--- src/rtl/core/ipidc_pkg.sv ---
// ---------------------------------------------------------------------------
// Incremental PID package
// Register indexes, fixed field widths and the configuration bundle.
// ---------------------------------------------------------------------------
`default_nettype none

package ipidc_pkg;

   localparam int GAIN_W     = 16;
   localparam int LIMIT_W    = 15;
   localparam int CSR_ADDR_W = 3;
   localparam int CSR_DATA_W = 16;

   localparam logic [CSR_ADDR_W-1:0] CSR_GAIN_P    = 3'd0;
   localparam logic [CSR_ADDR_W-1:0] CSR_GAIN_I    = 3'd1;
   localparam logic [CSR_ADDR_W-1:0] CSR_GAIN_D    = 3'd2;
   localparam logic [CSR_ADDR_W-1:0] CSR_MAX_OUT   = 3'd3;
   localparam logic [CSR_ADDR_W-1:0] CSR_INT_LIMIT = 3'd4;

   localparam logic [LIMIT_W-1:0] LIMIT_RESET = 15'h7fff;

   typedef struct packed {
      logic signed [GAIN_W-1:0] gain_p;
      logic signed [GAIN_W-1:0] gain_i;
      logic signed [GAIN_W-1:0] gain_d;
      logic [LIMIT_W-1:0]       max_output;
      logic [LIMIT_W-1:0]       integral_limit;
   } cfg_type;

endpackage

`default_nettype wire

--- src/rtl/core/incremental_pid_clamped.sv ---
// ---------------------------------------------------------------------------
// Incremental PID controller with integral clamp and output saturation
//
// Each transfer on the req channel carries a setpoint and a measurement;
// one transfer on the rsp channel returns the saturated drive for it.
// req_tdata: setpoint in the low DATA_WIDTH bits, measurement above it.
// rsp_tdata: drive in the low DATA_WIDTH bits, padding bits zero.
// Gains and bounds are written over the csr channel, index 0 to 4 for
// gain_p, gain_i, gain_d, max_output and integral_limit; csr_ready is
// always high, writes to other indexes are dropped.
// Throughput: one item per cycle while rsp_tready is high, set by the
// single registered pass through the three gain multipliers and the
// accumulator clamp; a sample waits in the input register before it.
// An input register and a result register part the two channels, so a
// new item is taken while a finished result waits. When rsp_tready is
// low the result holds, one more item waits in the input register, and
// req_tready then drops.
// Reset clears both registers, the error history and the accumulator,
// sets the gains to zero and the bounds to their maximum.
// ---------------------------------------------------------------------------
`default_nettype none

module incremental_pid_clamped #(
   parameter int DATA_WIDTH = 16,
   parameter int FRAC_BITS  = 8,
   localparam int REQ_TDATA_W = ((2 * DATA_WIDTH + 7) / 8) * 8,
   localparam int RSP_TDATA_W = ((DATA_WIDTH + 7) / 8) * 8
) (
   input  wire logic                             clock,
   input  wire logic                             reset,
   input  wire logic                             req_tvalid,
   output logic                                  req_tready,
   input  wire logic [REQ_TDATA_W-1:0]           req_tdata,  // setpoint, measurement
   output logic                                  rsp_tvalid,
   input  wire logic                             rsp_tready,
   output logic [RSP_TDATA_W-1:0]                rsp_tdata,  // drive
   input  wire logic                             csr_valid,
   output logic                                  csr_ready,
   input  wire logic [ipidc_pkg::CSR_ADDR_W-1:0] csr_index,
   input  wire logic [ipidc_pkg::CSR_DATA_W-1:0] csr_data
);

   ipidc_pkg::cfg_type cfg;

   logic                  in_valid_ff;
   logic [DATA_WIDTH-1:0] setpoint_ff;
   logic [DATA_WIDTH-1:0] measurement_ff;
   logic                  out_valid_ff;
   logic [DATA_WIDTH-1:0] drive_ff;
   logic signed [DATA_WIDTH-1:0] drive_in;
   logic                  advance;

   // Advance when the result register is free or being drained.
   assign advance    = in_valid_ff && (!out_valid_ff || rsp_tready);
   assign req_tready = !in_valid_ff || advance;
   assign rsp_tvalid = out_valid_ff;

   always_comb begin
      rsp_tdata                 = '0;
      rsp_tdata[DATA_WIDTH-1:0] = drive_ff;
   end

   ipidc_csr u_csr (
      .clock     (clock),
      .reset     (reset),
      .csr_valid (csr_valid),
      .csr_ready (csr_ready),
      .csr_index (csr_index),
      .csr_data  (csr_data),
      .cfg       (cfg)
   );

   ipidc_core #(
      .DATA_WIDTH (DATA_WIDTH),
      .FRAC_BITS  (FRAC_BITS)
   ) u_core (
      .clock       (clock),
      .reset       (reset),
      .advance     (advance),
      .setpoint    (setpoint_ff),
      .measurement (measurement_ff),
      .cfg         (cfg),
      .drive_in    (drive_in)
   );

   always_ff @(posedge clock) begin
      if (reset) begin
         in_valid_ff  <= 1'b0;
         out_valid_ff <= 1'b0;
      end else begin
         if (req_tvalid && req_tready) begin
            in_valid_ff <= 1'b1;
         end else if (advance) begin
            in_valid_ff <= 1'b0;
         end
         if (advance) begin
            out_valid_ff <= 1'b1;
         end else if (rsp_tready) begin
            out_valid_ff <= 1'b0;
         end
      end
   end

   always_ff @(posedge clock) begin
      if (req_tvalid && req_tready) begin
         setpoint_ff    <= req_tdata[DATA_WIDTH-1:0];
         measurement_ff <= req_tdata[2*DATA_WIDTH-1:DATA_WIDTH];
      end
      if (advance) begin
         drive_ff <= drive_in;
      end
   end

endmodule

`default_nettype wire

--- src/rtl/core/ipidc_csr.sv ---
// ---------------------------------------------------------------------------
// Incremental PID configuration registers
// Gains and bounds, written one transfer at a time over the csr channel.
// ---------------------------------------------------------------------------
`default_nettype none

module ipidc_csr (
   input  wire logic                             clock,
   input  wire logic                             reset,
   input  wire logic                             csr_valid,
   output logic                                  csr_ready,
   input  wire logic [ipidc_pkg::CSR_ADDR_W-1:0] csr_index,
   input  wire logic [ipidc_pkg::CSR_DATA_W-1:0] csr_data,
   output ipidc_pkg::cfg_type                    cfg
);

   ipidc_pkg::cfg_type cfg_ff;
   ipidc_pkg::cfg_type cfg_in;

   assign csr_ready = 1'b1;
   assign cfg       = cfg_ff;

   always_comb begin
      cfg_in = cfg_ff;
      if (csr_valid) begin
         unique case (csr_index)
            ipidc_pkg::CSR_GAIN_P:    cfg_in.gain_p = csr_data;
            ipidc_pkg::CSR_GAIN_I:    cfg_in.gain_i = csr_data;
            ipidc_pkg::CSR_GAIN_D:    cfg_in.gain_d = csr_data;
            ipidc_pkg::CSR_MAX_OUT:   cfg_in.max_output = csr_data[ipidc_pkg::LIMIT_W-1:0];
            ipidc_pkg::CSR_INT_LIMIT: cfg_in.integral_limit =
                                         csr_data[ipidc_pkg::LIMIT_W-1:0];
            default:                  cfg_in = cfg_ff; // drop writes beyond the map
         endcase
      end
   end

   always_ff @(posedge clock) begin
      if (reset) begin
         cfg_ff.gain_p         <= '0;
         cfg_ff.gain_i         <= '0;
         cfg_ff.gain_d         <= '0;
         cfg_ff.max_output     <= ipidc_pkg::LIMIT_RESET;
         cfg_ff.integral_limit <= ipidc_pkg::LIMIT_RESET;
      end else begin
         cfg_ff <= cfg_in;
      end
   end

endmodule

`default_nettype wire

--- src/rtl/core/ipidc_core.sv ---
// ---------------------------------------------------------------------------
// Incremental PID datapath
// Error history, the three gain products, integral clamp and the saturated
// drive accumulator; produces the next drive value in one pass.
// ---------------------------------------------------------------------------
`default_nettype none

module ipidc_core #(
   parameter int DATA_WIDTH = 16,
   parameter int FRAC_BITS  = 8
) (
   input  wire logic                         clock,
   input  wire logic                         reset,
   input  wire logic                         advance,
   input  wire logic [DATA_WIDTH-1:0]        setpoint,
   input  wire logic [DATA_WIDTH-1:0]        measurement,
   input  wire ipidc_pkg::cfg_type           cfg,
   output logic signed [DATA_WIDTH-1:0]      drive_in
);

   localparam int ERR_W = DATA_WIDTH + 1;
   localparam int D1_W  = ERR_W + 1;
   localparam int D2_W  = ERR_W + 2;
   localparam int P_W   = ipidc_pkg::GAIN_W + D1_W;
   localparam int I_W   = ipidc_pkg::GAIN_W + ERR_W;
   localparam int D_W   = ipidc_pkg::GAIN_W + D2_W;
   localparam int ACC_W = ipidc_pkg::LIMIT_W + FRAC_BITS + 2;
   localparam int SUM_A = D_W + 2;
   localparam int SUM_B = ipidc_pkg::LIMIT_W + FRAC_BITS + 3;
   localparam int SUM_W = (SUM_A > SUM_B) ? SUM_A : SUM_B;

   logic signed [ERR_W-1:0] e1_ff;
   logic signed [ERR_W-1:0] e2_ff;
   logic signed [ACC_W-1:0] acc_ff;
   logic signed [ACC_W-1:0] acc_in;

   logic signed [ERR_W-1:0] err;
   logic signed [D1_W-1:0]  diff1;
   logic signed [D2_W-1:0]  diff2;
   logic signed [ipidc_pkg::GAIN_W-1:0] gain_p;
   logic signed [ipidc_pkg::GAIN_W-1:0] gain_i;
   logic signed [ipidc_pkg::GAIN_W-1:0] gain_d;
   logic signed [P_W-1:0]   p_term;
   logic signed [I_W-1:0]   i_raw;
   logic signed [D_W-1:0]   d_term;
   logic signed [SUM_W-1:0] i_ext;
   logic signed [SUM_W-1:0] i_clamped;
   logic signed [SUM_W-1:0] i_bound;
   logic signed [SUM_W-1:0] out_bound;
   logic signed [SUM_W-1:0] sum;
   logic signed [SUM_W-1:0] sum_clamped;
   logic signed [ACC_W-1:0] acc_shifted;

   assign gain_p = cfg.gain_p;
   assign gain_i = cfg.gain_i;
   assign gain_d = cfg.gain_d;

   // Errors and differences are kept exact by growing one bit per step.
   assign err   = {setpoint[DATA_WIDTH-1], setpoint} - {measurement[DATA_WIDTH-1], measurement};
   assign diff1 = {err[ERR_W-1], err} - {e1_ff[ERR_W-1], e1_ff};
   assign diff2 = {{2{err[ERR_W-1]}}, err} - {e1_ff[ERR_W-1], e1_ff, 1'b0}
                + {{2{e2_ff[ERR_W-1]}}, e2_ff};

   assign p_term = gain_p * diff1;
   assign i_raw  = gain_i * err;
   assign d_term = gain_d * diff2;

   assign i_bound   = $signed(SUM_W'({cfg.integral_limit, {FRAC_BITS{1'b0}}}));
   assign out_bound = $signed(SUM_W'({cfg.max_output, {FRAC_BITS{1'b0}}}));
   assign i_ext     = SUM_W'(i_raw);

   always_comb begin
      priority if (i_ext > i_bound) begin
         i_clamped = i_bound;
      end else if (i_ext < -i_bound) begin
         i_clamped = -i_bound;
      end else begin
         i_clamped = i_ext;
      end
   end

   assign sum = SUM_W'(acc_ff) + SUM_W'(p_term) + i_clamped + SUM_W'(d_term);

   always_comb begin
      priority if (sum > out_bound) begin
         sum_clamped = out_bound;
      end else if (sum < -out_bound) begin
         sum_clamped = -out_bound;
      end else begin
         sum_clamped = sum;
      end
   end

   assign acc_in      = ACC_W'(sum_clamped);
   assign acc_shifted = acc_in >>> FRAC_BITS;
   assign drive_in    = DATA_WIDTH'(acc_shifted);

   always_ff @(posedge clock) begin
      if (reset) begin
         e1_ff  <= '0;
         e2_ff  <= '0;
         acc_ff <= '0;
      end else if (advance) begin
         e1_ff  <= err;
         e2_ff  <= e1_ff;
         acc_ff <= acc_in;
      end
   end

endmodule

`default_nettype wire

--- config.mk ---
export PLATFORM = sky130hd
export DESIGN_NAME = incremental_pid_clamped
export DESIGN_NICKNAME = d
export VERILOG_FILES = /design/src/rtl/core/ipidc_pkg.sv /design/src/rtl/core/incremental_pid_clamped.sv /design/src/rtl/core/ipidc_csr.sv /design/src/rtl/core/ipidc_core.sv
export SDC_FILE = /design/constraint.sdc
export NUM_CORES = 2
export LEC_CHECK = 0
export ABC_CLOCK_PERIOD_IN_PS = 25000
export BUFFER_PORTS_ARGS = -buffer_cell sky130_fd_sc_hd__buf_2
export CAP_MARGIN = 20
export CORE_MARGIN = 1
export CORE_UTILIZATION = 57
export CTS_CLUSTER_SIZE = 25
export DETAILED_ROUTE_END_ITERATION = 12
export GPL_ROUTABILITY_DRIVEN = 0
export PLACE_DENSITY = 0.71
export SLEW_MARGIN = 20
export SYNTH_ARGS = -nofsm -noshare
export SYNTH_HDL_FRONTEND = slang
export SYNTH_HIERARCHICAL = 1
export SYNTH_SLANG_ARGS = --single-unit
--- constraint.sdc ---
create_clock -name clock -period 25 [get_ports clock]
set_input_delay 5 -clock clock [delete_from_list [all_inputs] [get_ports clock]]
set_output_delay 5 -clock clock [all_outputs]
set_load 0.02 [all_outputs]
==> run summary <==
For the worst setup path, the data required time is 25.36 ns. The slowest stage of the critical path belongs to the cell sky130_fd_sc_hd__a2111oi_0. The die outline area came out at 87760 um^2. The slew at the pin closest to its max-slew limit came out at 1.307 ns.

The post-CTS setup buffer count is 0. The number of gates resized after CTS was 0. In this run the worst hold path is classified as flip-flop to flip-flop. The proportion of netlist area held by the largest area contributor is 40.32%. The least setup slack across all paths after layout came out at 2.841 ns.

The register clock-pin slew on the reported worst setup and hold paths is 0.09 ns. The first global-routing pass estimated 214900 um of wire. The total negative slack is 0 ns. The maximum count of clock buffers along a single path came out at 2.

The x dimension of the die is 296.3 um. The number of violations of the max-capacitance limit came out at 0. The time the final worst path needs with I/O delays and setup came out at 22.16 ns.

The worst setup path is of the flip-flop to flip-flop kind. The finished layout holds 6634 standard cells, fillers aside. The worst pin sits at a relative slew slack of 10.64%. The number of port buffers came out at 73. Once placement completed, the tool counted placed cells totaling 6599. The synthesized cell area came out at 49350 um^2.

The endpoint kind of the worst setup timing path is a flip-flop. Each instance of the synthesized netlist takes up on average 8.929 um^2. By area the synthesized netlist is led by sky130_fd_sc_hd__fa_1 40%, sky130_fd_sc_hd__ha_1 11%, sky130_fd_sc_hd__inv_1 9.4%. The arrival time reported for the critical path endpoint is 22.52 ns. For this run, the register share of the synthesized area comes to 8.559%. The unique cell type count in the Yosys netlist is 100. The growth of design area from synthesis to finish is 4.366%.

Once the floorplan was initialized, standard cells occupied 57.78% of the core. The largest net degree at the start of global routing came out at 96. For this run, the total global-route usage over all layers was measured as 32.15%. 75 I/O pins were placed. The number of enable-type register cells in the synthesized netlist is 48. The worst setup path is launched from a flip-flop. The largest fanout on the critical path is 43. Dividing the final minimum period by the clock period gives 88.64%. The source-to-sink clock delay at the later pin of the worst-skew pair is 0.50 ns. After synthesis, the share of flip-flops with an asynchronous set or reset is 0%. The area of the core came out at 85410 um^2. The number of sinks on the clock net came out at 187. The number of synthesis warnings came out at 6.

Setup repair after global routing left no endpoint under its margin. The number of hold violations in the final report is 0. The max-slew violation count came out at 0. The detailed-route vias per instance came out at 5.657. The fraction of final layout cells sized beyond drive strength 1 is 4.374%.

The number of rows in the core area is 107. Counting stages on the worst path, the most repeated cell is sky130_fd_sc_hd__fa_1. The pre-CTS setup slack came out at 3.236 ns. The DRC violation count after routing came out at 0. The clock skew after layout is 0.02183 ns.

The number of global-route vias before repair came out at 39430. TritonCTS built the clock tree. The final global-route overflow total is 0. For this block, the initial DRC count from the detailed router was 2842. The detail route stage leaves a number of antenna-violating nets equal to 0. The number of buffers created by CTS is 17. The tree is rooted in a sky130_fd_sc_hd__clkbuf_16. The cell count after synthesis came out at 5527. The final layout contains 6941 nets. The flow ran to the end, and the final reports show no timing, DRC or antenna violations. The final setup violation count is 0. The number of antenna violations at the first check in global routing came out at 4. For this block, the routed nets add up to 134700 um of wire.

The detailed-routing iteration count for the pre-antenna-repair pass came out at 9. Measured along the y axis, the die boundary spans 296.3 um. The overall via count from detail_route came out at 37530. The primary flip-flop cell chosen by synthesis mapping is sky130_fd_sc_hd__dfxtp_1.

Sorting the synthesized cells by how often they occur yields 1241 x sky130_fd_sc_hd__inv_1, 994 x sky130_fd_sc_hd__fa_1, 589 x sky130_fd_sc_hd__nand2_1. Summed over all instances, the cell type with the most area after synthesis is sky130_fd_sc_hd__fa_1. The number of nets in the synthesized netlist is 6994. Hold repair after CTS inserted 0 buffers. After detailed routing, the average wire length per cell comes to 20.31 um. The leading cell type by number of instances after synthesis is sky130_fd_sc_hd__inv_1.

The achievable clock frequency is 0.04513 GHz. Detailed placement ended at an HPWL of 110800 um. The worst hold-check slack came out at 0.4805 ns.

On the worst path, the slowest cell contributes a delay of 1.08 ns. The depth of the CTS H-tree came out at 4. The register bit total from synthesis came out at 187.
-- cells in the final DEF, fill, tap and decap left out, types with 54 or more instances in the layout --
cell type                  instances
sky130_fd_sc_hd__a21o_1           54
sky130_fd_sc_hd__a21oi_1         155
sky130_fd_sc_hd__and2_1          291
sky130_fd_sc_hd__buf_2            72
sky130_fd_sc_hd__buf_4            78
sky130_fd_sc_hd__dfxtp_1         139
sky130_fd_sc_hd__fa_1            994
sky130_fd_sc_hd__ha_1            417
sky130_fd_sc_hd__inv_1          1241
sky130_fd_sc_hd__mux2i_1         127
sky130_fd_sc_hd__nand2_1         589
sky130_fd_sc_hd__nand2b_1        138
sky130_fd_sc_hd__nand3_1          58
sky130_fd_sc_hd__nor2_1          249
sky130_fd_sc_hd__nor2b_1          75
sky130_fd_sc_hd__nor3_1           60
sky130_fd_sc_hd__o21ai_0         139
sky130_fd_sc_hd__xnor2_1         121
-- final timing paths --
check	from	end	slack, ns	cells after the start
worst max-delay path	setpoint_ff[0]$_DFFE_PP_	u_core/acc_ff[17]$_SDFFE_PP0P_	2.84	75
worst min-delay path	u_core/acc_ff[1]$_SDFFE_PP0P_	u_core/acc_ff[1]$_SDFFE_PP0P_	0.48	2
worst min register to register	u_core/acc_ff[1]$_SDFFE_PP0P_	u_core/acc_ff[1]$_SDFFE_PP0P_	0.48	2
worst max register to register	setpoint_ff[0]$_DFFE_PP_	u_core/acc_ff[17]$_SDFFE_PP0P_	2.84	75
-- worst max-delay path, delay by kind of cell, from the launching register on --
kind	cells	cell delay [ns]
adder cells (fa/ha/maj)	18	7.62
flip-flops	1	0.37
AND/OR/NAND/NOR	13	3.85
AO/OA/AOI/OAI	27	6.89
XOR/XNOR	3	1.15
buffers and inverters	14	2.11
-- layout make-up --
| class | instances | area, um^2 |
|---|---|---|
| Fill cell | 7529 | 33910 |
| Clock inverter | 15 | 230.2 |
| Clock buffer | 17 | 425.4 |
| Tap cell | 1144 | 1431 |
| Timing Repair Buffer | 150 | 945.9 |
| Antenna cell | 3 | 7.507 |
| Sequential cell | 187 | 4224 |
| Inverter | 1243 | 4666 |
| Multi-Input combinational cell | 3875 | 39580 |
-- per-layer routing --
| metal | GRT usage, % | vias up | part of all wire [%] |
|---|---|---|---|
| met1 | 40.74 | 18840 | 39 |
| met5 | 0 | - | 0.0096 |
| met4 | 16.14 | 2 | 5.8 |
| met2 | 52.41 | 1537 | 47 |
| met3 | 6.445 | 351 | 8.5 |
| li1 | - | 16800 | - |
-- state kept, by name, indices dropped and copies added (netlist names) --
signal,cells
u_core/e2_ff,17
setpoint_ff,16
u_core/acc_ff,25
measurement_ff,16
rsp_tdata,16
in_valid_ff,1
u_core/e1_ff,17
u_csr/cfg,78
rsp_tvalid,1
-- cells by family after synthesis --
kind of cell / share of synthesized area [%]
AOI/OAI and AO/OA: 7.809
xor gates and xnor gates: 2.850
adders and majority gates: 50.97
buffers and inverters: 11.39
DFF: 8.559
muxes: 2.690
other: 0.007598
and+or+nand+nor: 15.72
-- stage by stage --
step | instance area, um^2 | utilization (%)
final | 51510 | 60.30
after global placement | 50840 | 59.52
after CTS | 51490 | 60.29
after detailed placement | 50840 | 59.52
after floorplan | 49350 | -
after global routing | 51500 | 60.29
Power is left out: the tool's default activity adds up to more than one toggle a clock period on the data nets, which glitch-free logic cannot reach.
